==> config.mk <==
export PLATFORM = sky130hd
export DESIGN_NAME = hsv_to_rgb_pixel_flat
export DESIGN_NICKNAME = d
export VERILOG_FILES = /design/src/rtl/core/hsvrgb_pkg.sv /design/src/rtl/core/hsvrgb_if.sv /design/src/rtl/core/hsvrgb_split.sv /design/src/rtl/core/hsvrgb_factor.sv /design/src/rtl/core/hsvrgb_product.sv /design/src/rtl/core/hsvrgb_mix.sv /design/src/rtl/core/hsv_to_rgb_pixel.sv /design/src/flat_wrapper.sv
export SDC_FILE = /design/constraint.sdc
export NUM_CORES = 1
export LEC_CHECK = 0
export BUFFER_PORTS_ARGS = -buffer_cell sky130_fd_sc_hd__buf_2
export CAP_MARGIN = 0
export CORE_ASPECT_RATIO = 1.2
export CORE_MARGIN = 2
export CORE_UTILIZATION = 45
export DETAILED_ROUTE_END_ITERATION = 12
export SLEW_MARGIN = 5
export SYNTH_ARGS = -nofsm -noshare
export SYNTH_HDL_FRONTEND = slang
export SYNTH_SLANG_ARGS = --single-unit
==> constraint.sdc <==
create_clock -name clk_i -period 7.45 [get_ports clk_i]
set_input_delay 0.745 -clock clk_i [delete_from_list [all_inputs] [get_ports clk_i]]
set_output_delay 0.745 -clock clk_i [all_outputs]
set_load 0.02 [all_outputs]
==> src/rtl/core/hsvrgb_pkg.sv <==
// shared types, constants and helpers of the hsv to rgb pixel converter
`default_nettype none
package hsvrgb_pkg;

  localparam int unsigned HueW  = 15;
  localparam int unsigned ChanW = 8;
  localparam int unsigned ProdW = 2 * ChanW;

  // floor(hue / 15) == (hue * HueRecip) >> HueShift for every 15-bit hue
  localparam logic [15:0] HueRecip = 16'd34953;
  localparam int unsigned HueShift = 19;
  localparam int unsigned HueProdW = HueW + 16;

  localparam logic [ChanW-1:0] ChanMax = 8'd255;

  typedef enum logic [2:0] {
    SEC_RED     = 3'd0,
    SEC_YELLOW  = 3'd1,
    SEC_GREEN   = 3'd2,
    SEC_CYAN    = 3'd3,
    SEC_BLUE    = 3'd4,
    SEC_MAGENTA = 3'd5
  } sector_e;

  // after the hue split
  typedef struct packed {
    sector_e          sector;
    logic [ChanW-1:0] frac;
    logic [ChanW-1:0] sat;
    logic [ChanW-1:0] val;
  } split_t;

  // scale factors that still multiply value
  typedef struct packed {
    sector_e          sector;
    logic [ChanW-1:0] val;
    logic [ChanW-1:0] kp;
    logic [ChanW-1:0] kq;
    logic [ChanW-1:0] kt;
  } factor_t;

  // value times factor, not yet divided by 255
  typedef struct packed {
    sector_e          sector;
    logic [ChanW-1:0] val;
    logic [ProdW-1:0] pp;
    logic [ProdW-1:0] pq;
    logic [ProdW-1:0] pt;
  } product_t;

  typedef struct packed {
    logic [ChanW-1:0] red;
    logic [ChanW-1:0] green;
    logic [ChanW-1:0] blue;
  } rgb_t;

  // exact floor(x / 255) for x up to 255 * 255
  function automatic logic [ChanW-1:0] div255(input logic [ProdW-1:0] x);
    logic [ProdW:0] sum;
    sum = {1'b0, x} + {{(ChanW + 1){1'b0}}, x[ProdW-1:ChanW]} + {{ProdW{1'b0}}, 1'b1};
    return sum[ProdW-1:ChanW];
  endfunction

endpackage
`default_nettype wire

==> src/rtl/core/hsvrgb_if.sv <==
// stream interfaces for hsv pixels in and rgb pixels out
`default_nettype none
interface hsvrgb_hsv_if;
  import hsvrgb_pkg::*;
  logic             valid;
  logic             ready;
  logic [HueW-1:0]  hue;
  logic [ChanW-1:0] saturation;
  logic [ChanW-1:0] value;

  modport source (output valid, hue, saturation, value, input ready);
  modport sink   (input valid, hue, saturation, value, output ready);
endinterface

interface hsvrgb_rgb_if;
  import hsvrgb_pkg::*;
  logic             valid;
  logic             ready;
  logic [ChanW-1:0] red;
  logic [ChanW-1:0] green;
  logic [ChanW-1:0] blue;

  modport source (output valid, red, green, blue, input ready);
  modport sink   (input valid, red, green, blue, output ready);
endinterface
`default_nettype wire

==> src/rtl/core/hsvrgb_split.sv <==
// stage 1: hue split into sector and fraction by a reciprocal multiply
`default_nettype none
module hsvrgb_split (
  input  wire logic                      clk_i,
  input  wire logic                      rst_ni,
  input  wire logic                      en_i,
  input  wire logic                      valid_i,
  input  wire logic [hsvrgb_pkg::HueW-1:0]  hue_i,
  input  wire logic [hsvrgb_pkg::ChanW-1:0] sat_i,
  input  wire logic [hsvrgb_pkg::ChanW-1:0] val_i,
  output logic                           valid_o,
  output hsvrgb_pkg::split_t             data_o
);
  import hsvrgb_pkg::*;

  logic [HueProdW-1:0] prod;
  logic [HueProdW-HueShift-1:0] h15;
  logic [HueProdW-HueShift-ChanW-1:0] raw_sec;
  logic [2:0] sec;
  logic   valid_q, valid_d;
  split_t data_q, data_d;

  always_comb begin
    prod = {{(HueProdW - HueW){1'b0}}, hue_i} * {{(HueProdW - 16){1'b0}}, HueRecip};
    // hue / 15: upper bits are hue / 3840, low byte is the fraction
    h15 = prod[HueProdW-1:HueShift];
    raw_sec = h15[HueProdW-HueShift-1:ChanW];
    // wrap hues of 360 degrees and above
    if (raw_sec >= 4'd6) begin
      sec = 3'(raw_sec - 4'd6);
    end else begin
      sec = raw_sec[2:0];
    end
    data_d.sector = sector_e'(sec);
    data_d.frac   = h15[ChanW-1:0];
    data_d.sat    = sat_i;
    data_d.val    = val_i;
    valid_d       = valid_i;
  end

  always_ff @(posedge clk_i or negedge rst_ni) begin
    if (!rst_ni) begin
      valid_q <= 1'b0;
    end else if (en_i) begin
      valid_q <= valid_d;
    end
  end

  always_ff @(posedge clk_i) begin
    if (en_i && valid_i) begin
      data_q <= data_d;
    end
  end

  assign valid_o = valid_q;
  assign data_o  = data_q;
endmodule
`default_nettype wire

==> src/rtl/core/hsvrgb_factor.sv <==
// stage 2: saturation weighting of the fraction into p, q and t factors
`default_nettype none
module hsvrgb_factor (
  input  wire logic           clk_i,
  input  wire logic           rst_ni,
  input  wire logic           en_i,
  input  wire logic           valid_i,
  input  hsvrgb_pkg::split_t  data_i,
  output logic                valid_o,
  output hsvrgb_pkg::factor_t data_o
);
  import hsvrgb_pkg::*;

  logic [ProdW-1:0] fs;
  logic [ProdW:0]   gs;
  logic    valid_q;
  factor_t data_q, data_d;

  always_comb begin
    fs = {{ChanW{1'b0}}, data_i.frac} * {{ChanW{1'b0}}, data_i.sat};
    // (256 - f) * sat never exceeds 16 bits
    gs = ({{ChanW{1'b0}}, 1'b1, {ChanW{1'b0}}} - {{(ChanW + 1){1'b0}}, data_i.frac})
       * {{(ChanW + 1){1'b0}}, data_i.sat};
    data_d.sector = data_i.sector;
    data_d.val    = data_i.val;
    data_d.kp     = ChanMax - data_i.sat;
    data_d.kq     = ChanMax - fs[ProdW-1:ChanW];
    data_d.kt     = ChanMax - gs[ProdW-1:ChanW];
  end

  always_ff @(posedge clk_i or negedge rst_ni) begin
    if (!rst_ni) begin
      valid_q <= 1'b0;
    end else if (en_i) begin
      valid_q <= valid_i;
    end
  end

  always_ff @(posedge clk_i) begin
    if (en_i && valid_i) begin
      data_q <= data_d;
    end
  end

  assign valid_o = valid_q;
  assign data_o  = data_q;
endmodule
`default_nettype wire

==> src/rtl/core/hsvrgb_product.sv <==
// stage 3: value times each of the three factors
`default_nettype none
module hsvrgb_product (
  input  wire logic            clk_i,
  input  wire logic            rst_ni,
  input  wire logic            en_i,
  input  wire logic            valid_i,
  input  hsvrgb_pkg::factor_t  data_i,
  output logic                 valid_o,
  output hsvrgb_pkg::product_t data_o
);
  import hsvrgb_pkg::*;

  logic     valid_q;
  product_t data_q, data_d;

  always_comb begin
    data_d.sector = data_i.sector;
    data_d.val    = data_i.val;
    data_d.pp     = {{ChanW{1'b0}}, data_i.val} * {{ChanW{1'b0}}, data_i.kp};
    data_d.pq     = {{ChanW{1'b0}}, data_i.val} * {{ChanW{1'b0}}, data_i.kq};
    data_d.pt     = {{ChanW{1'b0}}, data_i.val} * {{ChanW{1'b0}}, data_i.kt};
  end

  always_ff @(posedge clk_i or negedge rst_ni) begin
    if (!rst_ni) begin
      valid_q <= 1'b0;
    end else if (en_i) begin
      valid_q <= valid_i;
    end
  end

  always_ff @(posedge clk_i) begin
    if (en_i && valid_i) begin
      data_q <= data_d;
    end
  end

  assign valid_o = valid_q;
  assign data_o  = data_q;
endmodule
`default_nettype wire

==> src/rtl/core/hsvrgb_mix.sv <==
// stage 4: divide by 255 and route value, p, q, t to the channels by sector
`default_nettype none
module hsvrgb_mix (
  input  wire logic            clk_i,
  input  wire logic            rst_ni,
  input  wire logic            en_i,
  input  wire logic            valid_i,
  input  hsvrgb_pkg::product_t data_i,
  output logic                 valid_o,
  output hsvrgb_pkg::rgb_t     data_o
);
  import hsvrgb_pkg::*;

  logic [ChanW-1:0] p, q, t, v;
  logic valid_q;
  rgb_t data_q, data_d;

  always_comb begin
    p = div255(data_i.pp);
    q = div255(data_i.pq);
    t = div255(data_i.pt);
    v = data_i.val;
    unique case (data_i.sector)
      SEC_RED:    data_d = '{red: v, green: t, blue: p};
      SEC_YELLOW: data_d = '{red: q, green: v, blue: p};
      SEC_GREEN:  data_d = '{red: p, green: v, blue: t};
      SEC_CYAN:   data_d = '{red: p, green: q, blue: v};
      SEC_BLUE:   data_d = '{red: t, green: p, blue: v};
      default:    data_d = '{red: v, green: p, blue: q};
    endcase
  end

  always_ff @(posedge clk_i or negedge rst_ni) begin
    if (!rst_ni) begin
      valid_q <= 1'b0;
    end else if (en_i) begin
      valid_q <= valid_i;
    end
  end

  always_ff @(posedge clk_i) begin
    if (en_i && valid_i) begin
      data_q <= data_d;
    end
  end

  assign valid_o = valid_q;
  assign data_o  = data_q;
endmodule
`default_nettype wire

==> src/rtl/core/hsv_to_rgb_pixel.sv <==
// top level of the hsv to rgb pixel converter
// Converts one pixel per clock from hue (1/64 degree, wrapped modulo 360),
// saturation and value to 8-bit red, green and blue, truncating every
// intermediate. It is a four-stage pipeline: hue split by a reciprocal
// multiply, saturation weighting, value multiply, divide by 255 and channel
// routing. Each pixel is registered in the split, factor, product and mix
// stages in turn before it shows on pix_o; a new pixel is taken every
// cycle while the output is drained, and each stage holds its word under
// backpressure while empty stages ahead of it still fill.
`default_nettype none
module hsv_to_rgb_pixel (
  input  wire logic   clk_i,
  input  wire logic   rst_ni,
  hsvrgb_hsv_if.sink  pix_i,
  hsvrgb_rgb_if.source pix_o
);
  import hsvrgb_pkg::*;

  logic     v1, v2, v3, v4;
  logic     en1, en2, en3, en4;
  split_t   d1;
  factor_t  d2;
  product_t d3;
  rgb_t     d4;

  // a stage moves when it is empty or the stage after it moves
  assign en4 = ~v4 | pix_o.ready;
  assign en3 = ~v3 | en4;
  assign en2 = ~v2 | en3;
  assign en1 = ~v1 | en2;
  assign pix_i.ready = en1;

  hsvrgb_split u_split (
    .clk_i   (clk_i),
    .rst_ni  (rst_ni),
    .en_i    (en1),
    .valid_i (pix_i.valid),
    .hue_i   (pix_i.hue),
    .sat_i   (pix_i.saturation),
    .val_i   (pix_i.value),
    .valid_o (v1),
    .data_o  (d1)
  );

  hsvrgb_factor u_factor (
    .clk_i   (clk_i),
    .rst_ni  (rst_ni),
    .en_i    (en2),
    .valid_i (v1),
    .data_i  (d1),
    .valid_o (v2),
    .data_o  (d2)
  );

  hsvrgb_product u_product (
    .clk_i   (clk_i),
    .rst_ni  (rst_ni),
    .en_i    (en3),
    .valid_i (v2),
    .data_i  (d2),
    .valid_o (v3),
    .data_o  (d3)
  );

  hsvrgb_mix u_mix (
    .clk_i   (clk_i),
    .rst_ni  (rst_ni),
    .en_i    (en4),
    .valid_i (v3),
    .data_i  (d3),
    .valid_o (v4),
    .data_o  (d4)
  );

  assign pix_o.valid = v4;
  assign pix_o.red   = d4.red;
  assign pix_o.green = d4.green;
  assign pix_o.blue  = d4.blue;
endmodule
`default_nettype wire

==> src/flat_wrapper.sv <==
// flat-port wrapper written by rule: the top's interface ports become plain ports
module hsv_to_rgb_pixel_flat import hsvrgb_pkg::*;
  (clk_i, rst_ni, pix_i_valid, pix_i_hue, pix_i_saturation, pix_i_value, pix_i_ready, pix_o_valid, pix_o_red, pix_o_green, pix_o_blue, pix_o_ready);
  hsvrgb_hsv_if pix_i_i ();
  hsvrgb_rgb_if pix_o_i ();
  input  wire logic clk_i;
  input  wire logic rst_ni;
  input wire logic [$bits(pix_i_i.valid)-1:0] pix_i_valid;
  input wire logic [$bits(pix_i_i.hue)-1:0] pix_i_hue;
  input wire logic [$bits(pix_i_i.saturation)-1:0] pix_i_saturation;
  input wire logic [$bits(pix_i_i.value)-1:0] pix_i_value;
  output wire logic [$bits(pix_i_i.ready)-1:0] pix_i_ready;
  output wire logic [$bits(pix_o_i.valid)-1:0] pix_o_valid;
  output wire logic [$bits(pix_o_i.red)-1:0] pix_o_red;
  output wire logic [$bits(pix_o_i.green)-1:0] pix_o_green;
  output wire logic [$bits(pix_o_i.blue)-1:0] pix_o_blue;
  input wire logic [$bits(pix_o_i.ready)-1:0] pix_o_ready;
  assign pix_i_i.valid = pix_i_valid;
  assign pix_i_i.hue = pix_i_hue;
  assign pix_i_i.saturation = pix_i_saturation;
  assign pix_i_i.value = pix_i_value;
  assign pix_i_ready = pix_i_i.ready;
  assign pix_o_valid = pix_o_i.valid;
  assign pix_o_red = pix_o_i.red;
  assign pix_o_green = pix_o_i.green;
  assign pix_o_blue = pix_o_i.blue;
  assign pix_o_i.ready = pix_o_ready;
  hsv_to_rgb_pixel u_core (.clk_i(clk_i), .rst_ni(rst_ni), .pix_i(pix_i_i), .pix_o(pix_o_i));
endmodule
-- After elaboration in Yosys (flattened, before gate mapping)
Cells that the tools add are included.
- $add $sub $neg: 11
- $mul: 6
- div/mod/pow operators: 0
- $lt $le $gt $ge: 1
- equal/unequal tests: 4
- shift operators: 0
- multiplexer cells: 2
- bitwise operators: 8
- reductions and logical operators: 5
- operators by type and width (cell ; number):
    $pmux 24 s5 ; 1
    $mul 8x8->16 ; 4
    $add 16x1->16 const B ; 3
    $add 16x8->16 ; 3
    $mul 15x16->31 const B ; 1
    $sub 8x8->8 const A ; 3
    $mul 10x9->16 ; 1
    $sub 9x8->10 const A ; 1
    $eq 3x2->1 const B ; 2
    $ge 4x3->1 const B ; 1
    $logic_and 1x1->1 ; 4
    $not 1->1 ; 4
    $or 1x1->1 ; 4
    $eq 3x1->1 const B ; 1
    $eq 3x3->1 const B ; 1
    $logic_not 3->1 ; 1
    $mux 3 ; 1
    $sub 3x3->3 const B ; 1
- flip-flop bits (word level): 149
- bits in latches: 0
- memory bits (writable): 0
- memory bits (read-only): 0
- output and inout port bits: 26
- logic and storage cells: 58
- memories: 0

-- Logic depth before layout (Yosys ltp)
Gate-level depths: netlist of run 1.
- depth in word-level cells: 6
- depth in mapped cells: 23
- mapped depth without buffers: 22

-- Hierarchy
A second synthesis of run 1 with hierarchy kept.
- cell total of the unflattened synthesis: 1994
- area total of the unflattened synthesis: 19516.2 um^2
- modules (own cells, without submodules) (module ; instances ; cells each ; area each (um^2) ; seq. area each (um^2)):
    hsvrgb_product ; 1 ; 845 ; 8349.3 ; 1796.7
    hsvrgb_factor ; 1 ; 564 ; 5372.7 ; 1076.0
    hsvrgb_split ; 1 ; 247 ; 2965.3 ; 835.8
    hsvrgb_mix ; 1 ; 333 ; 2796.4 ; 745.7
    hsv_to_rgb_pixel ; 1 ; 5 ; 32.5 ; 0.0

-- Least setup slack after synthesis of run 1
OpenSTA, ideal clock, no wires.
- path type: register to register
- from: register u_core.u_split.data_q (netlist bit u_core.u_split.data_o[16])
- to: register u_core.u_factor.data_q (netlist bit u_core.u_factor.data_o[6]), data pin
- data arrival time: 5025 ps
- required time: 7191 ps
- slack: 2166 ps
- stages on the path, launching flop included: 22
- period minus slack after synthesis: 5284 ps
- path through: edfxtp_1 -> clkinv_1 -> ha_1 -> nand2_1 -> xor2_1 -> nand2_1 -> fa_1 -> fa_1 -> inv_1 -> ha_1 -> inv_1 -> fa_1 -> inv_1 -> ha_1 -> and4b_1 -> a41o_1 -> a21o_1 -> a21o_1 -> a41oi_2 -> a2111oi_2 -> o21a_1 -> or2_1
- RTL lines (what ; RTL line ; source):
    from (decl) ; hsvrgb_split.sv:21 ; split_t data_q, data_d;
    from (signal assigned) ; hsvrgb_split.sv:51 ; data_q <= data_d;
    to (signal assigned) ; hsvrgb_factor.sv:41 ; data_q <= data_d;
    to (decl) ; hsvrgb_factor.sv:17 ; factor_t data_q, data_d;

==> results of run 1 <==
-- sequential cells by signal (all words and copies together) (netlist names) --
signal / cells
u_core.u_factor.data_o: 35
u_core.u_factor.valid_o: 1
u_core.u_mix.data_o: 24
u_core.u_mix.valid_o: 1
u_core.u_product.data_o: 59
u_core.u_product.valid_o: 1
u_core.u_split.data_o: 27
u_core.u_split.valid_o: 1
-- stage by stage --
step / area (um^2) / hold slack, ns / worst slack (ns) / cells / util [%]
3_3_place_gp: 19200 / 0.402 / 1.75 / 2380 / 48.1
2_1_floorplan: 18300 / 0.400 / 2.17 / 1818 / -
6_report: 19700 / 0.120 / 1.58 / 2410 / 49.4
3_5_place_dp: 19200 / 0.408 / 1.59 / 2380 / 48.1
5_1_grt: 19700 / 0.107 / 1.25 / 2410 / 49.4
4_1_cts: 19700 / 0.0940 / 1.57 / 2410 / 49.4
-- cell type report --
| type | instances | area, um^2 | share of cell area, % |
|---|---|---|---|
| Clock inverter | 12 | 114 | 0.577 |
| Inverter | 324 | 1220 | 6.16 |
| Multi-Input combinational cell | 1302 | 12500 | 63.2 |
| Sequential cell | 149 | 4450 | 22.6 |
| Clock buffer | 18 | 429 | 2.17 |
| Tap cell | 533 | 667 | 3.38 |
| Timing Repair Buffer | 72 | 390 | 1.98 |
-- per-layer routing --
layer  track usage [%]  part of all wire [%]
met1              22.3                    44
met5                 0                     0
met2              33.1                    51
met3              2.28                   2.9
met4              5.99                   1.9
-- cells in the final DEF, fill, tap and decap left out, drive strengths merged, types with 3 or more instances in the layout --
cell | synthesis | routed
a2111oi | 3 | 3
a211oi | 8 | 8
a21boi | 4 | 4
a21o | 10 | 10
a21oi | 56 | 56
a221o | 4 | 4
a311oi | 3 | 3
a31oi | 5 | 5
and2 | 161 | 161
and3 | 5 | 5
and4 | 7 | 7
buf | 0 | 72
clkbuf | 43 | 18
clkinv | 1 | 8
dfrtp | 4 | 4
edfxtp | 145 | 145
fa | 205 | 205
ha | 282 | 282
inv | 323 | 324
mux2 | 7 | 7
mux2i | 10 | 10
nand2 | 186 | 186
nand2b | 10 | 10
nand3 | 22 | 22
nand4 | 7 | 7
nor2 | 69 | 69
nor2b | 10 | 10
nor3 | 19 | 19
nor4 | 6 | 6
o2111ai | 4 | 4
o211ai | 10 | 10
o21a | 17 | 17
o21ai | 45 | 45
o21bai | 7 | 7
o22ai | 3 | 3
or2 | 6 | 6
or3 | 6 | 6
xnor2 | 58 | 58
xor2 | 29 | 29
-- critical path: cells and delay by family, from the launching register on --
kind	cells	cell delay, ns
AO/OA/AOI/OAI	3	0.63
XOR/XNOR	1	0.57
adder cells (fa/ha/maj)	6	2.56
buffers and inverters	3	0.28
flip-flops	1	0.46
AND/OR/NAND/NOR	6	1.11
-- kinds of logic after synthesis --
kind of cell	Yosys count	share of synthesized area (%)
AO/OA/AOI/OAI	196	7.23
XOR/XNOR	87	4.16
adder cells (fa/ha/maj)	487	41.7
buffers and inverters	367	7.53
flip-flops	149	24.3
multiplexers	17	0.978
AND/OR/NAND/NOR	515	14.0
-- worst paths after layout --
path | start | to | slack, ns | depth (start not counted)
setup / recovery | u_core.u_split.data_o[16]$_DFFE_PP_ | u_core.u_factor.data_o[6]$_DFFE_PP_ | 1.58 | 19
hold / removal | rst_ni | u_core.u_split.valid_o$_DFFE_PN0N_ | 0.12 | 1
setup reg to reg | u_core.u_split.data_o[16]$_DFFE_PP_ | u_core.u_factor.data_o[6]$_DFFE_PP_ | 1.58 | 19
hold reg to reg | u_core.u_split.data_o[24]$_DFFE_PP_ | u_core.u_factor.data_o[32]$_DFFE_PP_ | 0.42 | 0
max in group asynchronous | rst_ni | u_core.u_mix.valid_o$_DFFE_PN0P_ | 7.17 | 1
min in group clk_i | u_core.u_split.data_o[24]$_DFFE_PP_ | u_core.u_factor.data_o[32]$_DFFE_PP_ | 0.42 | 0
==> run metrics, run 1 <==
required time of the critical path=7.65 ns; CTS Sinks=149; final wirelength=36200 um; synthesized net count=2340; Core ar.=0.0399 mm^2; die width=188 um; DR WL/cell=15.0 um; Antenna Cells=0; final hold violations=0; FMAX=0.170 GHz; RePlAce Congestion=0.843; most numerous cell in the Yosys netlist=inv_1; Synth Flop Type=edfxtp_1; clk_lat worst skew=0.45 ns; cell breakdown of the critical path=clkinv_1 -> ha_1 -> nand2_1 -> or3_1 -> xor2_1 -> and2_1 -> fa_1 -> fa_1 -> fa_1 -> inv_1 -> fa_1 -> inv_1 -> ha_1 -> nand3_1 -> nand2_1 -> a41oi_2 -> a2111oi_2 -> o21a_1 -> or2_1; Synth Register Bits=149; relative slew slack=19.8%; global-route wire length before repair=62100 um; pin count of the biggest net entering global routing=60; gr usage total=18.2%; Max stage delay cell, worst path=xor2_1; Post-synth EDFFs=145; hold-fix buffer count after cts=0; mean number of vias per cell=5.08; Synth area leaders=edfxtp_1 24%, fa_1 22%, ha_1 19%; die area=0.0423 mm^2; slowest stage delay, CP=0.57 ns; setup_tns=0 ns; Setup CP Type=flip-flop to flip-flop; Synth cell types=64; Root Buffer=clkbuf_16; synthesized area per cell=10.1 um^2; Post-layout nets=2388; Syn-to-layout area delta=7.88%; CTS HTree Levels=4; CP arrival=6.06 ns; Clock Tree Buf Depth=2; Via Count=12245; RSZ-0062 raised after global routing=false; CP Max Fanout=8; Setup violations, final=0; Setup crit start kind=flip-flop; Tmin final=5.87 ns; # rows=80; GRT Residual Overflow=0; Min-Delay Path Class=primary input to async pin; Clk pin slew, worst setup/hold paths=0.06 ns; Worst-Margin Slew=1.20 ns; initial antenna violation count=0; post-route ant nets=0; post-synth top area share=23.8%; layout cells sized above 1=6.98%; DR pass1 iterations=5; Async S/R FF share, synth=2.68%; Post-CTS Setup Bufs=0; final worst-path cycle share=78.8%; Synth top cells by count=321 x inv_1, 282 x ha_1, 205 x fa_1, 186 x nand2_1, 160 x and2_1; detailed placement HPWL=29700 um; outcome=complete, no violations; drt first-iter violations=598; Synth Instances=1818; Die Ht=225 um; Starting Density=45.8%; most frequent CP cell=fa_1; post-synthesis sequential area ratio=24.3%; Clock Skew=0.00809 ns; CP endpoint kind=flip-flop; vias in the first global route=12871; I/O pin cnt=61; max-cap violations=0; CTS resizes=0; clock buffer count from CTS=17; Remaining DRCs=0; CTS tree=yes; IO Port Bufs=60; Ys Warns=0; post-synth design cell area=0.0183 mm^2; Filler cells=3657; Yosys top cell by area=edfxtp_1; fin. max-slew vios=0
Power of run 1 is not shown: default switching activity piles up to over one toggle a cycle in this logic, so the estimate is an artifact.
==> run 2: changes to the inputs <==
--- a/config.mk
+++ b/config.mk
@@ -5,6 +5,7 @@
 export SDC_FILE = /design/constraint.sdc
 export NUM_CORES = 1
 export LEC_CHECK = 0
+export ABC_AREA = 1
 export BUFFER_PORTS_ARGS = -buffer_cell sky130_fd_sc_hd__buf_2
 export CAP_MARGIN = 0
 export CORE_ASPECT_RATIO = 1.2
==> constraint.sdc (replaced) <==
create_clock -name clk_i -period 4.7 [get_ports clk_i]
set_input_delay 0.47 -clock clk_i [delete_from_list [all_inputs] [get_ports clk_i]]
set_output_delay 0.47 -clock clk_i [all_outputs]
set_load 0.02 [all_outputs]
==> run 2 against run 1 <==
Net effect: the flow now finishes with violations (setup timing); worst setup slack worse by 1.7 ns; cell count is 31% higher; die area is 10% higher; sequential share of layout area is 2.6 points lower; routed wire length is 26% higher; utilization is 1.3 points higher; sequential cell count stayed put; critical endpoint is now u_core.u_factor.data_o[7]$_DFFE_PP_; non-clock buffer count is 54 higher; global-route usage is 2.5 points higher; clock-buffer cell count is 1 lower; synthesized cell count is 37% higher; critical path depth is 6 higher.
==> run metrics, run 2 <==
HP Start=pix_i_value[7]; commonest non-fill, non-tap cell in the layout=nand2_1; Setup CP Type=flip-flop to flip-flop; Synth top cells by count=643 x nand2_1, 589 x inv_1, 282 x ha_1, 205 x fa_1, 145 x edfxtp_1; Min-Delay Path Class=primary input to flip-flop; FMAX=0.206 GHz; post-layout worst setup margin=-0.151 ns; Post-synth EDFFs=145; Post-layout nets=3107; Die Ht=236 um; Async S/R FF share, synth=2.68%; max-cap violations=0; relative slew slack=46.3%; Ys Warns=0; CP arrival=5.05 ns; DR WL/cell=14.5 um; Starting Density=45.8%; initial antenna violation count=0; reg2reg start=u_core.u_split.data_o[17]$_DFFE_PP_; Core ar.=0.0440 mm^2; required time of the critical path=4.90 ns; Clk pin slew, worst setup/hold paths=0.06 ns; drt first-iter violations=712; post-synth design cell area=0.0202 mm^2; Tmin final=4.85 ns; CP startpoint=u_core.u_split.data_o[17]$_DFFE_PP_; most numerous cell in the Yosys netlist=nand2_1; final wirelength=45600 um; Synth Flop Type=edfxtp_1; Syn-to-layout area delta=10.7%; GRT Residual Overflow=0; clk_lat worst skew=0.46 ns; Buf/Inv on CP=6; post-route ant nets=0; Max stage delay cell, worst path=fa_1; Register Area=0.00445 mm^2; CTS HTree Levels=4; RSZ-0062 raised after global routing=true; RePlAce Congestion=0.906; Setup crit start kind=flip-flop; post-synth top area share=21.6%; final hold violations=0; GRT busiest layer=met2; Worst-Margin Slew=0.802 ns; Clock Tree Buf Depth=2; most frequent cells in the layout=634 x nand2_1, 583 x inv_1, 274 x ha_1, 204 x fa_1, 145 x edfxtp_1; Root Buffer=clkbuf_16; fin. max-slew vios=0; Synth area leaders=edfxtp_1 22%, fa_1 20%, ha_1 18%; die width=197 um; Top Family by Delay on Critical Path=adder cells; Setup violations, final=6; most frequent CP cell=fa_1; GR Util met2=37.4%; outcome=complete, but fails checks; CP Max Fanout=4; hold slack final=0.184 ns; Clock Skew=0.00940 ns; multi-input logic area=0.0134 mm^2; layout cells sized above 1=9.16%; CTS Sinks=149; Remaining DRCs=0; CTS tree=yes; Filler cells=4218; gr usage total=20.7%; clock buffer count from CTS=17; mean number of vias per cell=4.99; die area=0.0465 mm^2; Yosys top cell by area=edfxtp_1; IO Port Bufs=60; DR pass1 iterations=6; # rows=84; Synth cell types=50; grt met1 use=24.7%; final worst-path cycle share=103%; failing checks=setup timing; Synth Instances=2499; synthesized net count=3021; synthesized area per cell=8.07 um^2; pin count of the biggest net entering global routing=41; I/O pin cnt=61; detailed placement HPWL=38600 um; CP endpoint kind=flip-flop; Largest register FFs=59; slowest stage delay, CP=0.51 ns; Via Count=15756; Synth Register Bits=149; global-route wire length before repair=77200 um; Antenna Cells=0; met3 Track Usage GR=2.57%; post-synthesis sequential area ratio=22.1%; vias in the first global route=16072
[run 2: final cells by class]
cell class	count	area share [%]
multi-input combinational	1685	60.2
sequential	149	20.0
inverter	606	10.2
timing repair buffer	126	3.98
tap	559	3.13
clock buffer	17	1.91
clock inverter	14	0.611
[run 2: routing by layer]
metal	part of all wire (%)	vias up
met2	51	300
met4	3.5	0
met3	2.6	91
li1	-	7907
met5	0	-
met1	43	7458
[run 2: repair_timing]
action / in CTS / in global routing
hold buffers: 1 / 0
pin swaps: 19 / 35
resized for setup: 14 / 29
setup endpoints to repair: 7 / 8
buffers inserted: 2 / 3
endpoints found under the hold margin: 4 / 0
[run 2: cell families (layout without fill, tap and decap cells)]
kind of cell    Yosys count  after routing  share of synthesized area (%)
flops                   149            149                           22.1
xor+xnor                 57             57                           2.51
simple gates            992            992                           20.8
buf+inv                 665            763                           12.5
fa+ha+maj               487            487                           37.9
compound gates          149            149                           4.22
[run 2: final timing paths]
path	cells past startpoint	slack [ns]	to
setup / recovery	25	-0.15	u_core.u_factor.data_o[7]$_DFFE_PP_
hold / removal	1	0.18	u_core.u_split.data_o[7]$_DFFE_PP_
setup reg to reg	25	-0.15	u_core.u_factor.data_o[7]$_DFFE_PP_
hold reg to reg	0	0.43	u_core.u_factor.data_o[24]$_DFFE_PP_
max in group asynchronous	2	4.23	u_core.u_mix.valid_o$_DFFE_PN0P_
min in group asynchronous	2	0.34	u_core.u_factor.valid_o$_DFFE_PN0P_
[run 2: worst register-to-register path, delay by kind of cell, from the launching register on]
| family | cells | cell delay (ns) |
|---|---|---|
| AO/OA/AOI/OAI | 3 | 0.53 |
| XOR/XNOR | 1 | 0.14 |
| adder cells (fa/ha/maj) | 6 | 2.27 |
| buffers and inverters | 6 | 0.35 |
| flip-flops | 1 | 0.44 |
| AND/OR/NAND/NOR | 9 | 0.87 |
[run 2: metrics by stage]
stage | setup WS [ns] | util (%) | cells | TNS [ns] | area (um^2)
2_1_floorplan | -0.0553 | - | 2499 | -0.133 | 20300
3_3_place_gp | -0.138 | 48.9 | 3119 | -0.603 | 21500
3_5_place_dp | -0.223 | 48.9 | 3119 | -1.11 | 21500
4_1_cts | -0.0855 | 50.3 | 3153 | -0.313 | 22200
5_1_grt | -0.331 | 50.7 | 3156 | -1.57 | 22300
6_report | -0.151 | 50.7 | 3156 | -0.540 | 22300
Power of run 2 is left out for the same reason.
==> run 3: changes to the inputs <==
--- a/config.mk
+++ b/config.mk
@@ -10,8 +10,9 @@
 export CAP_MARGIN = 0
 export CORE_ASPECT_RATIO = 1.2
 export CORE_MARGIN = 2
-export CORE_UTILIZATION = 45
+export CORE_UTILIZATION = 59
 export DETAILED_ROUTE_END_ITERATION = 12
+export PLACE_DENSITY = 0.79
 export SLEW_MARGIN = 5
 export SYNTH_ARGS = -nofsm -noshare
 export SYNTH_HDL_FRONTEND = slang
==> run 3 against run 2 <==
Net effect: the run still ends with setup timing left; critical path type unchanged; largest cell class unchanged; sequential cell count is the same; die area down 23%; critical path depth decreased by 3.
==> run metrics, run 3 (synthesis results as in run 2) <==
drt first-iter violations=1076; Syn-to-layout area delta=10.1%; Critical R2R Capture=u_core.u_factor.data_o[6]$_DFFE_PP_; CP endpoint kind=flip-flop; Register Area=0.00445 mm^2; detailed placement HPWL=37200 um; CP Max Fanout=4; Setup crit start kind=flip-flop; global-route wire length before repair=76600 um; Min-Delay Path Class=primary input to flip-flop; Worst-Margin Slew=0.774 ns; DR pass1 iterations=5; FMAX=0.205 GHz; Core ar.=0.0339 mm^2; final worst-path cycle share=104%; CTS Sinks=149; gr usage total=26.5%; setup_tns=-0.633 ns; RePlAce Congestion=0.954; vias in the first global route=16621; R2R cell count=22; post-layout worst setup margin=-0.178 ns; layout cells sized above 1=9.55%; reg2reg start=u_core.u_split.data_o[17]$_DFFE_PP_; mean number of vias per cell=5.34; CP startpoint=u_core.u_split.data_o[17]$_DFFE_PP_; multi-input logic area=0.0134 mm^2; initial antenna violation count=0; Tmin final=4.88 ns; CTS HTree Levels=4; RSZ-0062 raised after global routing=true; final wirelength=45700 um; post-route ant nets=0; Die Ht=206 um; reg-to-reg setup timing slack=-0.18 ns; fin. max-slew vios=0; Starting Density=59.5%; Remaining DRCs=0; Antenna Cells=0; commonest non-fill, non-tap cell in the layout=nand2_1; Filler cells=2745; Setup violations, final=5; relative slew slack=48.2%; CTS tree=yes; die area=0.0357 mm^2; required time of the critical path=4.89 ns; most frequent cells in the layout=634 x nand2_1, 583 x inv_1, 276 x ha_1, 205 x fa_1, 145 x edfxtp_1; Cell Count, Final, Fillers Out=3064; Post-layout nets=3117; outcome=complete, but fails checks; Largest register FFs=59; final hold violations=0; Clock Tree Buf Depth=2; Via Count=16358; max-cap violations=0; IO Port Bufs=60; clock buffer count from CTS=17; Clock Skew=0.0114 ns; # rows=74; pin count of the biggest net entering global routing=60; die width=173 um; Setup crit end=u_core.u_factor.data_o[6]$_DFFE_PP_; clk_lat worst skew=0.44 ns; I/O pin cnt=61; Setup CP Type=flip-flop to flip-flop; CP arrival=5.07 ns; Clk pin slew, worst setup/hold paths=0.07 ns; Core Util, Final=65.5%; DR WL/cell=14.9 um; Root Buffer=clkbuf_16; placed instance count=3015; GRT Residual Overflow=0; failing checks=setup timing
-- run 3: changes by cell type in the layout (fill, tap and decap cells not counted), moves of 2 or more --
cell        before  now
ha_4             8    6
nor3_1          14   12
nand3_1        127  124
ha_1           274  276
buf_6            4    2
clkinvlp_4       3    1
nand3_2          5    8
buf_12           6    2
buf_4           55   71
clkinv_4         2    0
nand2_2          8   11
nand2_4          4    1
-- run 3: worst min path at each step --
| stage | cells past startpoint | slack, ns | end | from |
|---|---|---|---|---|
| 6_report | 1 | 0.20 | u_core.u_split.data_o[7]$_DFFE_PP_ | pix_i_value[7] |
| 4_1_cts | 1 | 0.18 | u_core.u_split.data_o[7]$_DFFE_PP_ | pix_i_value[7] |
| 3_3_place_gp | 1 | 0.27 | u_core.u_split.valid_o$_DFFE_PN0N_ | rst_ni |
| 2_1_floorplan | 0 | 0.17 | u_core.u_factor.valid_o$_DFFE_PN0P_ | rst_ni |
| 5_1_grt | 1 | 0.18 | u_core.u_split.data_o[10]$_DFFE_PP_ | pix_i_saturation[2] |
| 3_5_place_dp | 1 | 0.28 | u_core.u_split.valid_o$_DFFE_PN0N_ | rst_ni |
-- run 3: through the flow --
stage                     hold slack, ns  cell area [um^2]  setup WS (ns)
after detailed placement           0.279             21300         -0.268
after global routing               0.182             22200         -0.371
after CTS                          0.181             22000         -0.196
after global placement             0.274             21300         -0.114
final                              0.195             22200         -0.178
after floorplan                    0.174             20300        -0.0553
-- run 3: critical path, stage by stage (launching register included) --
cell and delay [ns]:
edfxtp_1 0.44, inv_4 0.09, ha_4 0.13, nand2_2 0.07
nor2_4 0.09, inv_2 0.05, or2_4 0.23, o21ai_2 0.14
nand2_2 0.11, buf_4 0.16, nor2_2 0.10, fa_1 0.46
fa_1 0.50, inv_1 0.06, fa_1 0.46, fa_1 0.55
inv_1 0.04, ha_1 0.31, a21oi_2 0.17, o21bai_1 0.08
a21oi_1 0.12, nand2_1 0.10, xor2_1 0.16
-- run 3: timing repair --
action                                 CTS  global route
resized for setup                        4            33
endpoints found under the hold margin    4             0
buffers inserted                         7             9
hold buffers                             1             0
setup endpoints to repair                7            12
pin swaps                               10             7
-- run 3: routing by layer --
layer / wire length (um) / GRT usage, % / share of wire, % / vias to the layer above
li1: - / - / - / 7925
met1: 18100 / 29.9 / 39 / 7817
met2: 23800 / 50.1 / 52 / 474
met3: 1860 / 2.98 / 4.1 / 142
met4: 1980 / 12.4 / 4.3 / 0
met5: 0 / 0 / 0 / -
-- run 3: final cells by class --
class                   instances  area share [%]
clock buffers                  18            1.93
clock inverters                14           0.716
inverters                     606            10.3
multi-input cells            1685            60.4
flip-flops and latches        149            20.1
well taps                     456            2.57
repair buffers                136            4.08
Power of run 3 is left out for the same reason.
